<file path="src/hw/rtl/aatl_pkg.sv">
package aatl_pkg;

  localparam int COORD_INT_BITS  = 12;
  localparam int COORD_FRAC_BITS = 8;
  localparam int MAX_THICKNESS   = 31;

  // Internal fraction bits, coordinate and state widths.
  localparam int QF   = 16;
  localparam int FW   = 20;
  localparam int CW   = COORD_INT_BITS + COORD_FRAC_BITS;
  localparam int QW   = COORD_INT_BITS + QF;
  localparam int SW   = QW + 2;
  localparam int GW   = QF + 2;
  localparam int CLW  = COORD_INT_BITS + 2;
  localparam int XW   = (COORD_INT_BITS + 4 > 15) ? COORD_INT_BITS + 4 : 15;
  localparam int TW   = 5;
  localparam int COLW = 32;
  localparam int COVW = 9;
  localparam int SCRW = 13;
  localparam int PXW  = 14;
  localparam int SLW  = 6;
  localparam int Q_DEPTH = 2;

  localparam logic [QF:0]      ONE  = (QF+1)'(1) << QF;
  localparam logic [QF:0]      HALF = (QF+1)'(1) << (QF - 1);
  localparam logic [COVW-1:0]  COV_FULL = COVW'(256);
  localparam logic [SCRW-1:0]  WIDTH_RESET  = SCRW'(1920);
  localparam logic [SCRW-1:0]  HEIGHT_RESET = SCRW'(1080);

  localparam logic FUNC_LOAD = 1'b0;
  localparam logic FUNC_STEP = 1'b1;
  localparam logic REG_SCREEN_WIDTH  = 1'b0;
  localparam logic REG_SCREEN_HEIGHT = 1'b1;

  typedef enum logic {K_STEP, K_LOAD} kind_e;

  typedef struct packed {
    logic signed [CLW-1:0] col;
    logic signed [CLW-1:0] base;
    logic [COVW-1:0]       ca;
    logic [COVW-1:0]       cb;
  } end_info_t;

  typedef struct packed {
    kind_e                 kind;
    logic                  steep;
    logic signed [GW-1:0]  grad;
    logic signed [SW-1:0]  icpt;
    end_info_t             e0;
    end_info_t             e1;
    logic signed [CLW-1:0] col_now;
    logic signed [CLW-1:0] col_stop;
    logic [TW-1:0]         thick;
    logic [COLW-1:0]       color;
  } qent_t;

  function automatic logic [QW-1:0] to_q(input logic [FW-1:0] v);
    logic [FW+QW-1:0] w;
    w = (FW+QW)'(v);
    return QW'(w[CW-1:0]) << (QF - COORD_FRAC_BITS);
  endfunction

  function automatic logic [COVW-1:0] sat_cov(input logic [COVW:0] v);
    return (v > (COVW+1)'(COV_FULL)) ? COV_FULL : v[COVW-1:0];
  endfunction

endpackage

</file>
<file path="src/hw/rtl/aatl_queue.sv">
module aatl_queue (
  input  logic              clk_i,
  input  logic              rst_ni,
  input  logic              push_i,
  input  aatl_pkg::qent_t   data_i,
  output logic              full_o,
  input  logic              pop_i,
  output logic              empty_o,
  output aatl_pkg::qent_t   data_o
);

  localparam int PW = (aatl_pkg::Q_DEPTH > 1) ? $clog2(aatl_pkg::Q_DEPTH) : 1;
  localparam int NW = $clog2(aatl_pkg::Q_DEPTH + 1);

  aatl_pkg::qent_t mem_q [aatl_pkg::Q_DEPTH];
  logic [PW-1:0] wr_q, rd_q;
  logic [NW-1:0] cnt_q;

  assign full_o  = (cnt_q == NW'(aatl_pkg::Q_DEPTH));
  assign empty_o = (cnt_q == '0);
  assign data_o  = mem_q[rd_q];

  always_ff @(posedge clk_i) begin
    if (push_i) begin
      mem_q[wr_q] <= data_i;
    end
  end

  always_ff @(posedge clk_i or negedge rst_ni) begin
    if (!rst_ni) begin
      wr_q  <= '0;
      rd_q  <= '0;
      cnt_q <= '0;
    end else begin
      if (push_i) begin
        wr_q <= (wr_q == PW'(aatl_pkg::Q_DEPTH - 1)) ? '0 : wr_q + PW'(1);
      end
      if (pop_i) begin
        rd_q <= (rd_q == PW'(aatl_pkg::Q_DEPTH - 1)) ? '0 : rd_q + PW'(1);
      end
      if (push_i && !pop_i) begin
        cnt_q <= cnt_q + NW'(1);
      end else if (pop_i && !push_i) begin
        cnt_q <= cnt_q - NW'(1);
      end
    end
  end

endmodule

</file>
<file path="src/hw/rtl/aatl_front.sv">
module aatl_front (
  input  logic                            clk_i,
  input  logic                            rst_ni,
  input  logic                            in_valid_i,
  output logic                            in_ready_o,
  input  logic                            func_i,
  input  logic [aatl_pkg::FW-1:0]         start_x_i,
  input  logic [aatl_pkg::FW-1:0]         start_y_i,
  input  logic [aatl_pkg::FW-1:0]         end_x_i,
  input  logic [aatl_pkg::FW-1:0]         end_y_i,
  input  logic [aatl_pkg::TW-1:0]         thick_i,
  input  logic [aatl_pkg::COLW-1:0]       color_i,
  output logic                            push_o,
  output aatl_pkg::qent_t                 ent_o,
  input  logic                            full_i
);

  localparam int QW  = aatl_pkg::QW;
  localparam int QF  = aatl_pkg::QF;
  localparam int GW  = aatl_pkg::GW;
  localparam int SW  = aatl_pkg::SW;
  localparam int CLW = aatl_pkg::CLW;
  localparam int NCW = $clog2(QF + 1);
  localparam int PRW = 2 * QF + 2;

  typedef enum logic [3:0] {
    F_IDLE, F_SWAP, F_ORDER, F_DINIT, F_DIV, F_GRAD, F_MUL, F_ADD, F_COV, F_WR, F_PUSH
  } fstate_e;

  fstate_e st_q;
  logic [QW-1:0] x0_q, y0_q, x1_q, y1_q, dx_q, yv_q;
  logic steep_q, neg_q, e_q;
  logic [QW:0] rem_q;
  logic [QF:0] quo_q, xgap_q;
  logic [NCW-1:0] cnt_q;
  logic signed [GW-1:0] grad_q;
  logic signed [2*GW-1:0] p_q;
  logic [aatl_pkg::COORD_INT_BITS:0] xe_q;
  logic signed [SW-1:0] ye_q, icpt_q;
  logic [PRW-1:0] pa_q, pb_q;
  aatl_pkg::end_info_t e0_q, info_w;
  logic [aatl_pkg::TW-1:0] thick_q;
  logic [aatl_pkg::COLW-1:0] color_q;

  logic [QW-1:0] adx_w, ady_w, xs_w;
  logic [QW:0] trial_w, xh_w;
  logic [QF-1:0] fx_w, fr_w;
  logic signed [GW-1:0] d_w, mag_w;
  logic [QF:0] om_w;
  logic accept_w;

  assign accept_w   = in_valid_i && in_ready_o;
  assign in_ready_o = (st_q == F_IDLE) && !full_i;

  assign adx_w   = (x1_q > x0_q) ? x1_q - x0_q : x0_q - x1_q;
  assign ady_w   = (y1_q > y0_q) ? y1_q - y0_q : y0_q - y1_q;
  assign trial_w = (cnt_q == '0) ? rem_q : {rem_q[QW-1:0], 1'b0};
  assign mag_w   = (dx_q == '0) ? GW'(aatl_pkg::ONE) : GW'(quo_q);
  assign xs_w    = e_q ? x1_q : x0_q;
  assign xh_w    = {1'b0, xs_w} + (QW+1)'(aatl_pkg::HALF);
  assign fx_w    = xh_w[QF-1:0];
  assign d_w     = signed'(GW'(aatl_pkg::HALF)) - signed'(GW'(fx_w));
  assign fr_w    = ye_q[QF-1:0];
  assign om_w    = aatl_pkg::ONE - {1'b0, fr_w};

  always_comb begin
    info_w.col  = signed'({1'b0, xe_q});
    info_w.base = ye_q[SW-1:QF];
    info_w.ca   = aatl_pkg::sat_cov(pa_q[PRW-1 -: aatl_pkg::COVW+1]);
    info_w.cb   = aatl_pkg::sat_cov(pb_q[PRW-1 -: aatl_pkg::COVW+1]);
  end

  always_comb begin
    ent_o          = '0;
    ent_o.kind     = (st_q == F_PUSH) ? aatl_pkg::K_LOAD : aatl_pkg::K_STEP;
    ent_o.steep    = steep_q;
    ent_o.grad     = grad_q;
    ent_o.icpt     = icpt_q;
    ent_o.e0       = e0_q;
    ent_o.e1       = info_w;
    ent_o.col_now  = e0_q.col + CLW'(1);
    ent_o.col_stop = info_w.col;
    ent_o.thick    = thick_q;
    ent_o.color    = color_q;
  end

  // The second endpoint is pushed with the load entry from the push state, after the write stage.
  assign push_o = (accept_w && func_i == aatl_pkg::FUNC_STEP) ||
                  (st_q == F_PUSH && !full_i);

  always_ff @(posedge clk_i or negedge rst_ni) begin
    if (!rst_ni) begin
      st_q <= F_IDLE;
    end else begin
      case (st_q)
        F_IDLE: begin
          if (accept_w && func_i == aatl_pkg::FUNC_LOAD) begin
            st_q <= F_SWAP;
          end
        end
        F_SWAP:  st_q <= F_ORDER;
        F_ORDER: st_q <= F_DINIT;
        F_DINIT: st_q <= F_DIV;
        F_DIV: begin
          if (cnt_q == NCW'(QF)) begin
            st_q <= F_GRAD;
          end
        end
        F_GRAD: st_q <= F_MUL;
        F_MUL:  st_q <= F_ADD;
        F_ADD:  st_q <= F_COV;
        F_COV:  st_q <= F_WR;
        F_WR:   st_q <= e_q ? F_PUSH : F_MUL;
        F_PUSH: begin
          if (!full_i) begin
            st_q <= F_IDLE;
          end
        end
        default: st_q <= F_IDLE;
      endcase
    end
  end

  always_ff @(posedge clk_i) begin
    case (st_q)
      F_IDLE: begin
        x0_q    <= aatl_pkg::to_q(start_x_i);
        y0_q    <= aatl_pkg::to_q(start_y_i);
        x1_q    <= aatl_pkg::to_q(end_x_i);
        y1_q    <= aatl_pkg::to_q(end_y_i);
        thick_q <= (thick_i > aatl_pkg::TW'(aatl_pkg::MAX_THICKNESS)) ?
                   aatl_pkg::TW'(aatl_pkg::MAX_THICKNESS) : thick_i;
        color_q <= color_i;
      end
      F_SWAP: begin
        steep_q <= ady_w > adx_w;
        if (ady_w > adx_w) begin
          x0_q <= y0_q;
          y0_q <= x0_q;
          x1_q <= y1_q;
          y1_q <= x1_q;
        end
      end
      F_ORDER: begin
        if (x0_q > x1_q) begin
          x0_q <= x1_q;
          y0_q <= y1_q;
          x1_q <= x0_q;
          y1_q <= y0_q;
        end
      end
      F_DINIT: begin
        dx_q  <= x1_q - x0_q;
        neg_q <= y1_q < y0_q;
        rem_q <= {1'b0, ady_w};
        quo_q <= '0;
        cnt_q <= '0;
      end
      F_DIV: begin
        // Restoring division, one quotient bit per cycle.
        if (trial_w >= {1'b0, dx_q}) begin
          rem_q <= trial_w - {1'b0, dx_q};
          quo_q <= {quo_q[QF-1:0], 1'b1};
        end else begin
          rem_q <= trial_w;
          quo_q <= {quo_q[QF-1:0], 1'b0};
        end
        cnt_q <= cnt_q + NCW'(1);
      end
      F_GRAD: begin
        grad_q <= neg_q ? -mag_w : mag_w;
        e_q    <= 1'b0;
      end
      F_MUL: begin
        p_q    <= grad_q * d_w;
        xe_q   <= xh_w[QW:QF];
        xgap_q <= e_q ? {1'b0, fx_w} : aatl_pkg::ONE - {1'b0, fx_w};
        yv_q   <= e_q ? y1_q : y0_q;
      end
      F_ADD: begin
        ye_q <= signed'({2'b00, yv_q}) + SW'(p_q >>> QF);
      end
      F_COV: begin
        pa_q <= om_w * xgap_q;
        pb_q <= {1'b0, fr_w} * xgap_q;
      end
      F_WR: begin
        if (!e_q) begin
          e0_q   <= info_w;
          icpt_q <= ye_q + SW'(grad_q);
          e_q    <= 1'b1;
        end
      end
      default: begin
      end
    endcase
  end

endmodule

</file>
<file path="src/hw/rtl/aatl_back.sv">
module aatl_back (
  input  logic                          clk_i,
  input  logic                          rst_ni,
  input  logic                          empty_i,
  input  aatl_pkg::qent_t               ent_i,
  output logic                          pop_o,
  input  logic [aatl_pkg::SCRW-1:0]     width_i,
  input  logic [aatl_pkg::SCRW-1:0]     height_i,
  output logic                          out_valid_o,
  input  logic                          out_ready_i,
  output logic [aatl_pkg::PXW-1:0]      pixel_x_o,
  output logic [aatl_pkg::PXW-1:0]      pixel_y_o,
  output logic [aatl_pkg::COVW-1:0]     coverage_o,
  output logic [aatl_pkg::COLW-1:0]     color_o,
  output logic                          we_o,
  output logic                          done_o,
  output logic                          last_o
);

  localparam int CLW  = aatl_pkg::CLW;
  localparam int SW   = aatl_pkg::SW;
  localparam int QF   = aatl_pkg::QF;
  localparam int XW   = aatl_pkg::XW;
  localparam int SLW  = aatl_pkg::SLW;
  localparam int COVW = aatl_pkg::COVW;
  localparam int TW   = aatl_pkg::TW;

  typedef enum logic [1:0] {P_IDLE, P_END1, P_END2, P_MID} phase_e;

  phase_e phase_q;
  logic steep_q;
  logic signed [aatl_pkg::GW-1:0] grad_q;
  logic signed [SW-1:0] icpt_q;
  aatl_pkg::end_info_t e0_q, e1_q;
  logic signed [CLW-1:0] now_q, stop_q;
  logic [TW-1:0] thick_q;
  logic [aatl_pkg::COLW-1:0] color_q;

  logic busy_q, mark_q, done_q;
  logic [SLW-1:0] k_q, nsl_q;
  logic [TW-2:0] h_q;
  logic signed [CLW-1:0] col_q, base_q;
  logic [COVW-1:0] ca_q, cb_q;

  logic ov_q, we_q, od_done_q, last_q;
  logic [aatl_pkg::PXW-1:0] px_q, py_q;
  logic [COVW-1:0] cov_q;
  logic [aatl_pkg::COLW-1:0] ocol_q;

  logic adv_w, end2_done_w, mid_done_w, on_w, slot_last_w;
  logic [TW-2:0] h_w;
  logic [QF-1:0] fr_w;
  logic [QF:0] om_w;
  logic signed [XW-1:0] row_w, colx_w, px_w, py_w;
  logic [COVW-1:0] cov_w;

  assign pop_o       = !busy_q && !empty_i;
  assign adv_w       = busy_q && (!ov_q || out_ready_i);
  assign h_w         = thick_q[TW-1:1];
  assign end2_done_w = now_q >= stop_q;
  assign mid_done_w  = (signed'((CLW+1)'(now_q)) + signed'((CLW+1)'(1))) >=
                       signed'((CLW+1)'(stop_q));
  assign fr_w        = icpt_q[QF-1:0];
  assign om_w        = aatl_pkg::ONE - {1'b0, fr_w};
  assign slot_last_w = (k_q == nsl_q);

  // Slot k covers offset k/2 - h, the odd slot one row further down.
  assign row_w  = XW'(base_q) - signed'(XW'(h_q)) + signed'(XW'(k_q[SLW-1:1])) +
                  signed'(XW'(k_q[0]));
  assign colx_w = XW'(col_q);
  assign px_w   = steep_q ? row_w : colx_w;
  assign py_w   = steep_q ? colx_w : row_w;
  assign on_w   = (px_w >= 0) && (px_w < signed'(XW'(width_i))) &&
                  (py_w >= 0) && (py_w < signed'(XW'(height_i)));
  assign cov_w  = k_q[0] ? cb_q : ca_q;

  always_ff @(posedge clk_i or negedge rst_ni) begin
    if (!rst_ni) begin
      phase_q <= P_IDLE;
      steep_q <= 1'b0;
      grad_q  <= '0;
      icpt_q  <= '0;
      now_q   <= '0;
      stop_q  <= '0;
      thick_q <= '0;
      color_q <= '0;
      busy_q  <= 1'b0;
      k_q     <= '0;
      ov_q    <= 1'b0;
    end else begin
      if (pop_o) begin
        if (ent_i.kind == aatl_pkg::K_LOAD) begin
          phase_q <= P_END1;
          steep_q <= ent_i.steep;
          grad_q  <= ent_i.grad;
          icpt_q  <= ent_i.icpt;
          now_q   <= ent_i.col_now;
          stop_q  <= ent_i.col_stop;
          thick_q <= ent_i.thick;
          color_q <= ent_i.color;
        end else begin
          busy_q <= 1'b1;
          k_q    <= '0;
          case (phase_q)
            P_END1: phase_q <= P_END2;
            P_END2: phase_q <= end2_done_w ? P_IDLE : P_MID;
            P_MID: begin
              now_q  <= now_q + CLW'(1);
              icpt_q <= icpt_q + SW'(grad_q);
              if (mid_done_w) begin
                phase_q <= P_IDLE;
              end
            end
            default: phase_q <= P_IDLE;
          endcase
        end
      end
      if (adv_w) begin
        k_q <= k_q + SLW'(1);
        if (slot_last_w) begin
          busy_q <= 1'b0;
        end
        ov_q <= 1'b1;
      end else if (out_ready_i) begin
        ov_q <= 1'b0;
      end
    end
  end

  always_ff @(posedge clk_i) begin
    if (pop_o && ent_i.kind == aatl_pkg::K_LOAD) begin
      e0_q <= ent_i.e0;
      e1_q <= ent_i.e1;
    end
    if (pop_o && ent_i.kind == aatl_pkg::K_STEP) begin
      h_q    <= h_w;
      mark_q <= (phase_q == P_IDLE);
      nsl_q  <= (phase_q == P_IDLE) ? '0 : {h_w, 2'b01};
      case (phase_q)
        P_END1: begin
          col_q  <= e0_q.col;
          base_q <= e0_q.base;
          ca_q   <= e0_q.ca;
          cb_q   <= e0_q.cb;
          done_q <= 1'b0;
        end
        P_END2: begin
          col_q  <= e1_q.col;
          base_q <= e1_q.base;
          ca_q   <= e1_q.ca;
          cb_q   <= e1_q.cb;
          done_q <= end2_done_w;
        end
        P_MID: begin
          col_q  <= now_q;
          base_q <= icpt_q[SW-1:QF];
          ca_q   <= om_w[QF -: COVW];
          cb_q   <= COVW'(fr_w[QF-1:8]);
          done_q <= mid_done_w;
        end
        default: begin
          col_q  <= '0;
          base_q <= '0;
          ca_q   <= '0;
          cb_q   <= '0;
          done_q <= 1'b1;
        end
      endcase
    end
    if (adv_w) begin
      if (mark_q) begin
        px_q   <= '0;
        py_q   <= '0;
        cov_q  <= '0;
        ocol_q <= '0;
        we_q   <= 1'b0;
      end else begin
        px_q   <= px_w[aatl_pkg::PXW-1:0];
        py_q   <= py_w[aatl_pkg::PXW-1:0];
        cov_q  <= cov_w;
        ocol_q <= color_q;
        we_q   <= on_w && (cov_w != '0);
      end
      od_done_q <= done_q;
      last_q    <= slot_last_w;
    end
  end

  assign out_valid_o = ov_q;
  assign pixel_x_o   = px_q;
  assign pixel_y_o   = py_q;
  assign coverage_o  = cov_q;
  assign color_o     = ocol_q;
  assign we_o        = we_q;
  assign done_o      = od_done_q;
  assign last_o      = last_q;

`ifndef SYNTH
  a_slot_range: assert property (@(posedge clk_i) disable iff (!rst_ni)
    busy_q |-> (k_q <= nsl_q))
    else $error("slot counter ran past the column");
  a_we_cov: assert property (@(posedge clk_i) disable iff (!rst_ni)
    (ov_q && we_q) |-> (cov_q != '0))
    else $error("write enabled with zero coverage");
  a_load_phase: assert property (@(posedge clk_i) disable iff (!rst_ni)
    (pop_o && ent_i.kind == aatl_pkg::K_LOAD) |=> (phase_q == P_END1))
    else $error("load did not arm the first endpoint");
  a_marker_last: assert property (@(posedge clk_i) disable iff (!rst_ni)
    (adv_w && mark_q) |=> (last_q && od_done_q))
    else $error("done marker not a single final word");
`endif

endmodule

</file>
<file path="src/hw/rtl/antialiased_thick_line_raster.sv">
// Channel   Direction  Handshake                       Payload
// s_axis    in         s_axis_tvalid / s_axis_tready   tdata: line fields, tuser: func
// m_axis    out        m_axis_tvalid / m_axis_tready   tdata: plot fields, tuser, tlast
// cfg       in         cfg_valid_i / cfg_ready_o       cfg_index_i, cfg_data_i
//
// A step word emits 2*(2*floor(T/2)+1) plot words, one per cycle unless m_axis
// stalls; a step with no line loaded emits a single done marker. A load word
// holds the front end busy after it is accepted, through the bit-serial
// gradient divider and the two endpoint passes. Reset clears the state
// machines, queue pointers and valid flags; screen size resets to 1920x1080.
// Steps queue behind a load and either side may stall on its own.
module antialiased_thick_line_raster (
  input  logic         clk_i,
  input  logic         rst_ni,
  input  logic         s_axis_tvalid,
  output logic         s_axis_tready,
  // start_x[19:0], start_y[39:20], end_x[59:40], end_y[79:60],
  // line_thickness[84:80], line_color[116:85]
  input  logic [119:0] s_axis_tdata,
  // func[0]
  input  logic         s_axis_tuser,
  output logic         m_axis_tvalid,
  input  logic         m_axis_tready,
  // pixel_x[13:0], pixel_y[27:14], coverage[36:28], pixel_color[68:37],
  // write_enable[69]
  output logic [71:0]  m_axis_tdata,
  // line_done[0]
  output logic         m_axis_tuser,
  output logic         m_axis_tlast,
  input  logic         cfg_valid_i,
  output logic         cfg_ready_o,
  input  logic         cfg_index_i,
  input  logic [12:0]  cfg_data_i
);

  logic [aatl_pkg::SCRW-1:0] width_q, height_q;
  logic push_w, full_w, pop_w, empty_w;
  aatl_pkg::qent_t push_ent_w, head_ent_w;
  logic [aatl_pkg::PXW-1:0] px_w, py_w;
  logic [aatl_pkg::COVW-1:0] cov_w;
  logic [aatl_pkg::COLW-1:0] col_w;
  logic we_w;

  assign cfg_ready_o = 1'b1;

  always_ff @(posedge clk_i or negedge rst_ni) begin
    if (!rst_ni) begin
      width_q  <= aatl_pkg::WIDTH_RESET;
      height_q <= aatl_pkg::HEIGHT_RESET;
    end else if (cfg_valid_i) begin
      case (cfg_index_i)
        aatl_pkg::REG_SCREEN_WIDTH:  width_q  <= cfg_data_i;
        aatl_pkg::REG_SCREEN_HEIGHT: height_q <= cfg_data_i;
        default: begin
        end
      endcase
    end
  end

  aatl_front u_front (
    .clk_i      (clk_i),
    .rst_ni     (rst_ni),
    .in_valid_i (s_axis_tvalid),
    .in_ready_o (s_axis_tready),
    .func_i     (s_axis_tuser),
    .start_x_i  (s_axis_tdata[19:0]),
    .start_y_i  (s_axis_tdata[39:20]),
    .end_x_i    (s_axis_tdata[59:40]),
    .end_y_i    (s_axis_tdata[79:60]),
    .thick_i    (s_axis_tdata[84:80]),
    .color_i    (s_axis_tdata[116:85]),
    .push_o     (push_w),
    .ent_o      (push_ent_w),
    .full_i     (full_w)
  );

  aatl_queue u_queue (
    .clk_i   (clk_i),
    .rst_ni  (rst_ni),
    .push_i  (push_w),
    .data_i  (push_ent_w),
    .full_o  (full_w),
    .pop_i   (pop_w),
    .empty_o (empty_w),
    .data_o  (head_ent_w)
  );

  aatl_back u_back (
    .clk_i       (clk_i),
    .rst_ni      (rst_ni),
    .empty_i     (empty_w),
    .ent_i       (head_ent_w),
    .pop_o       (pop_w),
    .width_i     (width_q),
    .height_i    (height_q),
    .out_valid_o (m_axis_tvalid),
    .out_ready_i (m_axis_tready),
    .pixel_x_o   (px_w),
    .pixel_y_o   (py_w),
    .coverage_o  (cov_w),
    .color_o     (col_w),
    .we_o        (we_w),
    .done_o      (m_axis_tuser),
    .last_o      (m_axis_tlast)
  );

  assign m_axis_tdata = {2'b00, we_w, col_w, cov_w, py_w, px_w};

endmodule
</file>
<file path="config.mk">
export PLATFORM = sky130hd
export DESIGN_NAME = antialiased_thick_line_raster
export DESIGN_NICKNAME = d
export VERILOG_FILES = /design/src/hw/rtl/aatl_pkg.sv /design/src/hw/rtl/aatl_queue.sv /design/src/hw/rtl/aatl_front.sv /design/src/hw/rtl/aatl_back.sv /design/src/hw/rtl/antialiased_thick_line_raster.sv
export SDC_FILE = /design/constraint.sdc
export NUM_CORES = 2
export LEC_CHECK = 0
export BUFFER_PORTS_ARGS = -buffer_cell sky130_fd_sc_hd__buf_4
export CAP_MARGIN = 40
export CORE_UTILIZATION = 60
export CTS_BUF_LIST = sky130_fd_sc_hd__clkbuf_16
export DETAILED_ROUTE_END_ITERATION = 10
export HOLD_SLACK_MARGIN = 0.15
export PLACE_DENSITY = 0.87
export SYNTH_ARGS = -nofsm -noshare
export SYNTH_HDL_FRONTEND = slang
export SYNTH_SLANG_ARGS = --single-unit
</file>
<file path="constraint.sdc">
create_clock -name clk_i -period 17.45 [get_ports clk_i]
set_input_delay 1.745 -clock clk_i [delete_from_list [all_inputs] [get_ports clk_i]]
set_output_delay 1.745 -clock clk_i [all_outputs]
set_load 0.02 [all_outputs]
</file>
# ---- Word-level counts from Yosys, hierarchy flattened
# Memory sizes are Yosys's and may differ from the RTL's.
# Index checks and enable logic that the tools add are counted.
dict set report word_totals {
  ff_bits 895
  mem_bits_rw 408
  inputBits 140
  output_inout_bits 77
  wordCells 251
  n_memories 1
}
dict set report classes {
  add_sub_neg 26
  n_mul 3
  n_lt_le_gt_ge 15
  n_eq_ne 23
  n_mux 66
  bitwise 4
  reduce_logical 45
}
# name depth word_bits read_ports rd_clocked_by_memory_dff write_ports line
set memory_table {}
lappend memory_table {u_queue.mem_q 2 204 1 0 1 aatl_queue.sv:15} ;# aatl_pkg::qent_t mem_q [aatl_pkg::Q_DEPTH];
# cell n
set ops {}
lappend ops {{28-bit 2-to-1 mux} 12}
lappend ops {{28-bit case mux with 3 select lines} 4}
lappend ops {{28-bit > comparator} 4}
lappend ops {{28-bit subtractor} 4}
lappend ops {{14-bit case mux with 3 select lines} 2}
lappend ops {{30-bit by 18-bit adder with 30-bit output} 2}
lappend ops {{30-bit 2-to-1 mux} 2}
lappend ops {{29-bit 2-to-1 mux} 2}
lappend ops {{29-bit case mux with 2 select lines} 1}
lappend ops {{9-bit case mux with 3 select lines} 2}
lappend ops {{17-bit by 16-bit subtractor with 17-bit output (first input constant)} 3}
lappend ops {{16-bit 2-to-1 mux} 3}
lappend ops {{4-bit case mux with 11 select lines} 1}
lappend ops {{18-bit by 17-bit multiplier with 35-bit output} 1}
lappend ops {{17-bit by 17-bit multiplier with 34-bit output} 1}
lappend ops {{17-bit case mux with 2 select lines} 1}
lappend ops {{16-bit by 17-bit multiplier with 33-bit output} 1}
lappend ops {{16-bit by 1-bit greater-or-equal comparator with 1-bit output (second input constant)} 2}
lappend ops {{16-bit by 14-bit < comparator with 1-bit output} 2}
lappend ops {{29-bit by 20-bit adder with 30-bit output} 1}
lappend ops {{28-bit by 16-bit adder with 29-bit output (second input constant)} 1}
lappend ops {{29-bit by 28-bit greater-or-equal comparator with 1-bit output} 1}
lappend ops {{29-bit by 28-bit subtractor with 29-bit output} 1}
lappend ops {{28-bit zero test} 1}
lappend ops {{54 further kinds} 127}

# ---- Longest topological paths before layout
dict set report depth {
  depth_word 10
  ltp_mapped 34
  depth_no_buf 31
}

# ---- Modules after synthesis
# From an unflattened synthesis, not the netlist that was laid out.
dict set report unflattened {
  cells_unflattened 8525
  area_unflattened_um2 93378.3
}
# mod n_inst cells_each area_each_um2 seq_area_each_um2
set modules_own_cells {}
lappend modules_own_cells {aatl_front 1 6349 59519.6 13613.1}
lappend modules_own_cells {aatl_back 1 1454 17250.3 9714.3}
lappend modules_own_cells {aatl_queue 1 660 15537.4 12532.0}
lappend modules_own_cells {antialiased_thick_line_raster 1 62 1071.0 660.6}

# ---- Worst setup path before layout
# OpenSTA, ideal clock, no wires.
dict set report synth_path {
  kind {reg2reg}
  startpoint {register u_front.st_q[3]}
  endpoint {memory u_queue.mem_q[0][0] in the netlist's numbering, enable pin}
  setup_ps 766
  arrival_ps 12511
  required_ps 16684
  slack_ps 4173
  stages_incl_launch_ff 8
  period_less_slack_ps 13277
  cell_sequence {dfrtp_1 -> clkbuf_1 -> or2_2 -> clkbuf_1 -> nor3_1 -> a31oi_1 -> a21oi_1 -> nor2b_1}
}
dict set report synth_between {
  elab_chain_len 7
  elab_cells_between_ends 9
  classes_between {1 x eq/ne; 2 x mux; 6 x reduce/logical}
}
# element line
set synth_lines {}
lappend synth_lines {{start: declaration} aatl_front.sv:30} ;# fstate_e st_q;
lappend synth_lines {{start signal: assignment} aatl_front.sv:113} ;# F_WR: st_q <= e_q ? F_PUSH : F_MUL;
lappend synth_lines {{4-bit zero test} aatl_front.sv:53} ;# assign in_ready_o = (st_q == F_IDLE) && !full_i;
lappend synth_lines {{1-bit logical AND} aatl_front.sv:53}
lappend synth_lines {{1-bit logical AND} aatl_front.sv:52} ;# assign accept_w = in_valid_i && in_ready_o;
lappend synth_lines {{1-bit logical AND} aatl_front.sv:88} ;# assign push_o = (accept_w && func_i == aatl_pkg::FUNC_STEP) ||
lappend synth_lines {{1-bit logical OR (*)} aatl_front.sv:88}
lappend synth_lines {{named net push_w} antialiased_thick_line_raster.sv:37} ;# logic push_w, full_w, pop_w, empty_w;
lappend synth_lines {{1-bit 2-to-1 mux (*)} aatl_queue.sv:24} ;# if (push_i) begin
lappend synth_lines {{1-bit 2-to-1 mux (not written as such) (*)} aatl_queue.sv:25} ;# mem_q[wr_q] <= data_i;
lappend synth_lines {{end: declaration} aatl_queue.sv:15}
# The timed path passes the listed nets; every way through them passes the cells marked *.

# ---- Worst setup path in the final report
dict set report layout_path {
  startpoint {register u_front.e_q}
  endpoint {register u_front.p_q[33] (data pin)}
}
dict set report layout_between {
  elab_chain_len 4
}
# element line
set layout_lines {}
lappend layout_lines {{start: declaration} aatl_front.sv:32} ;# logic steep_q, neg_q, e_q;
lappend layout_lines {{start signal: assignment} aatl_front.sv:172} ;# e_q <= 1'b0;
lappend layout_lines {{start signal: assignment} aatl_front.sv:191} ;# e_q <= 1'b1;
lappend layout_lines {{28-bit 2-to-1 mux} aatl_front.sv:59} ;# assign xs_w = e_q ? x1_q : x0_q;
lappend layout_lines {{28-bit by 16-bit adder with 29-bit output} aatl_front.sv:60} ;# assign xh_w = {1'b0, xs_w} + (QW+1)'(aatl_pkg::HALF);
lappend layout_lines {{16-bit by 16-bit subtractor with 17-bit output} aatl_front.sv:62} ;# assign d_w = signed'(GW'(aatl_pkg::HALF)) - signed'(GW'(fx_w));
lappend layout_lines {{18-bit by 17-bit multiplier with 35-bit output} aatl_front.sv:175} ;# p_q <= grad_q * d_w;
lappend layout_lines {{end signal: assignment} aatl_front.sv:175}
lappend layout_lines {{end: declaration} aatl_front.sv:37} ;# logic signed [2*GW-1:0] p_q;
# No other way between the ends.
# A chain may end at the register's enable or synchronous reset.

==> flow_metrics.py <==
metrics = {
    "outcome": {
        "status": "completed",
    },
    "cells_and_area": {
        "fin_cells": 10700,
        "drive_above_1_share": 0.0900,
        "fillers": 10500,
        "fin_nets": 10100,
        "area_growth_pct": 8.67,
    },
    "setup_path": {
        "cp_num_cells": 29,
        "start_kind": "flop",
        "cp_common_cell": "fa_1",
        "critPathCapture": "u_front.p_q[33]$_DFFE_PP_",
        "path_class": "reg2reg",
        "worstSetupEndpointType": "flop",
        "worstSetupStartpoint": "u_front.e_q$_DFFE_PP_",
        "crit_family": "adder cells",
        "critPathRequiredTime_ns": 17.93,
        "ff2ff_path_depth": 29,
        "reg2reg_to": "u_front.p_q[33]$_DFFE_PP_",
        "slowest_stage": "buf_4",
        "crit_path_max_incr_delay_ns": 0.57,
        "reg2reg_from": "u_front.e_q$_DFFE_PP_",
        "path_buf_inv": 6,
        "reg2reg_slack_ns": 6.98,
        "arrival_ns": 10.95,
        "worst-path-max-fanout": 64,
    },
    "synthesis": {
        "syn-cell-area_um2": 90700,
        "postSynthCellCount": 8553,
        "synth_top_area_cell": "edfxtp_1",
        "synth_edf_count": 1048,
        "yosysWarnings": 0,
        "syn_area_per_cell_um2": 10.6,
        "yosysUniqueCellTypes": 91,
        "ys.flop_type": "edfxtp_1",
        "async_reset_ff_frac": 0.130,
        "synthTopCellsByArea": "edfxtp_1, fa_1, ha_1, inv_1, dfrtp_1",
        "synth-seq-area-share": 0.390,
        "synth_top_cell_area_share": 0.347,
        "ys_ff_latch": 1204,
    },
    "clock_tree": {
        "clk_pin_slew_ns": 0.06,
        "cts.path.max_buffers": 3,
        "cts_sinks": 1204,
        "cts_hold_buf": 0,
        "cts_resized": 0,
        "cts_setup_buffers": 0,
        "root_buffer": "clkbuf_16",
        "cts_tree": "built",
        "clkLatencyLatePin_ns": 0.80,
        "cts_made_buffers": 117,
        "h-tree-depth": 3,
    },
    "timing": {
        "clock_skew_ns": 0.0759,
        "relSlewSlack": 0.336,
        "worst_slew_pin_slew_ns": 0.992,
        "slew_viol_final": 0,
        "final_hold_viol_count": 0,
        "finalSetupTns_ns": 0,
        "fmax_mhz": 95.5,
        "min_period_ns": 10.47,
        "rsz0062_at_grt": "false",
        "post-route-period-util": 0.600,
        "setup_viol": 0,
    },
    "route": {
        "postRouteAntennaNets": 0,
        "vias": 66800,
        "vias_per_cell": 6.23,
        "drcViolationCount": 0,
        "drt_iter0_markers": 6540,
        "totalWireLength_mm": 240,
        "wire_per_inst_um": 22.4,
        "drt_pass1_iterations": 9,
    },
    "floorplan": {
        "rows": 142,
        "ioPinCount": 217,
        "dieWidth_um": 391,
        "core-area_um2": 150000,
        "dieArea_um2": 153000,
        "start_util": 0.605,
        "die_h_um": 391,
    },
    "global_routing": {
        "grt_max_degree": 102,
        "grt_pass1_vias": 69800,
        "grt_pass1_wl_mm": 378,
        "globalRouteOverflowTotal": 0,
        "grt.total_usage": 0.317,
        "grt_antenna_before_repair": 8,
    },
    "placed_design": {
        "gp_congestion": 0.949,
        "dp_cells": 10500,
        "hpwlAfterDp_mm": 174,
        "port_buffers": 209,
    },
    "hold_path": {
        "hp-class": "reg2reg",
    },
    "job": {
        "drv_cap": 0,
    },
}
-- placed cells by master, fill, tap and decap left out, drive strengths merged, types with 12 or more instances in the layout --
| cell type | instances |
|---|---|
| a211oi | 38 |
| a21boi | 12 |
| a21o | 142 |
| a21oi | 480 |
| a221o | 18 |
| a221oi | 16 |
| a222oi | 42 |
| a22o | 36 |
| a31oi | 57 |
| and2 | 303 |
| and3 | 30 |
| buf | 350 |
| clkbuf | 118 |
| clkinv | 63 |
| dfrtp | 148 |
| edfxtp | 1048 |
| fa | 750 |
| ha | 616 |
| inv | 1132 |
| mux2 | 165 |
| mux2i | 145 |
| nand2 | 827 |
| nand2b | 57 |
| nand3 | 113 |
| nand4 | 46 |
| nor2 | 490 |
| nor2b | 156 |
| nor3 | 94 |
| nor4 | 27 |
| o211ai | 24 |
| o21a | 65 |
| o21ai | 321 |
| o21bai | 45 |
| o22a | 34 |
| o22ai | 125 |
| o31ai | 22 |
| or2 | 21 |
| or3 | 27 |
| xnor2 | 201 |
| xor2 | 115 |
-- layer usage --
metal	GRT usage	routed length [um]	part of all wire	vias to the layer above
met1	0.382	86300	0.36	32900
met3	0.0613	22500	0.094	875
met5	0	38	0.00016	-
met2	0.532	115000	0.48	3787
li1	-	-	-	29200
met4	0.186	15900	0.066	6
-- flip-flops by register name, indices dropped and copies added (netlist names), 28 cells and up --
register	flops
u_front.ye_q	30
u_front.rem_q	29
u_front.x0_q	28
u_back.color_q	32
u_front.x1_q	28
u_front.yv_q	28
u_back.e0_q	45
u_front.icpt_q	30
u_back.icpt_q	30
u_front.dx_q	28
u_front.y0_q	28
u_front.color_q	32
u_back.color_o	32
u_back.e1_q	45
u_front.y1_q	28
u_queue.mem_q	380
u_front.ent_o	45
-- logic make-up after synthesis --
group	Yosys count	share of synthesized area
AND/OR/NAND/NOR	2234	0.116
AO/OA/AOI/OAI	1590	0.112
buffers and inverters	1531	0.0639
adder cells (fa/ha/maj)	1366	0.251
flip-flops	1204	0.390
XOR/XNOR	316	0.0305
multiplexers	310	0.0365
other	2	0.0000828
-- cell usage after synthesis, types with 36 or more instances --
master	n
fa_1	750
a211oi_1	38
buf_1	36
a222oi_1	42
nor2_1	489
dfrtp_1	148
a21o_1	142
xor2_1	115
nor2b_1	156
o21ai_0	319
mux2_2	164
nand2b_1	57
o22ai_1	125
xnor2_1	201
nand3_1	113
a21oi_1	480
a31oi_1	57
nor3_1	93
a22o_1	36
clkbuf_1	369
mux2i_1	145
edfxtp_1	1048
nand4_1	46
and2_1	303
nand2_1	827
ha_1	616
o21a_1	65
o21bai_1	45
inv_1	1101
-- worst min-delay path by stage --
stage	end	from	depth (start not counted)	slack, ns
final	u_queue.mem_q[1][157]$_DFFE_PP_	u_front.icpt_q[3]$_DFFE_PP_	0	0.40
after global routing	u_queue.mem_q[1][24]$_DFFE_PP_	u_front.color_q[24]$_DFFE_PP_	0	0.41
after CTS	u_queue.mem_q[1][157]$_DFFE_PP_	u_front.icpt_q[3]$_DFFE_PP_	0	0.40
after detailed placement	u_queue.mem_q[0][157]$_DFFE_PP_	u_front.icpt_q[3]$_DFFE_PP_	0	0.43
after global placement	u_queue.mem_q[0][139]$_DFFE_PP_	u_front.ent_o[141]$_DFFE_PP_	0	0.42
after floorplan	u_back.done_o$_DFFE_PP_	u_back.done_q$_DFFE_PP_	0	0.40
-- stage by stage --
| stage | worst slack (ns) | hold WS (ns) | utilization | instance area, um2 |
|---|---|---|---|---|
| after floorplan | 4.17 | 0.400 | - | 90700 |
| after global placement | 7.51 | 0.422 | 0.628 | 94200 |
| after detailed placement | 7.30 | 0.430 | 0.631 | 94700 |
| after CTS | 7.15 | 0.396 | 0.657 | 98500 |
| after global routing | 6.70 | 0.405 | 0.657 | 98500 |
| final | 6.98 | 0.400 | 0.657 | 98500 |
-- area by class of cell --
cell class	count	area [um2]	area share
multi-input combinational	5819	49700	0.505
tap	2016	2520	0.0256
inverter	1104	4150	0.0421
sequential	1204	35400	0.359
antenna	3	7.51	0.0000762
clock inverter	105	891	0.00904
timing repair buffer	352	2920	0.0297
clock buffer	117	2930	0.0297
Power is left out: the tool's default activity adds up to more than one toggle a clock period on the data nets, which glitch-free logic cannot reach.
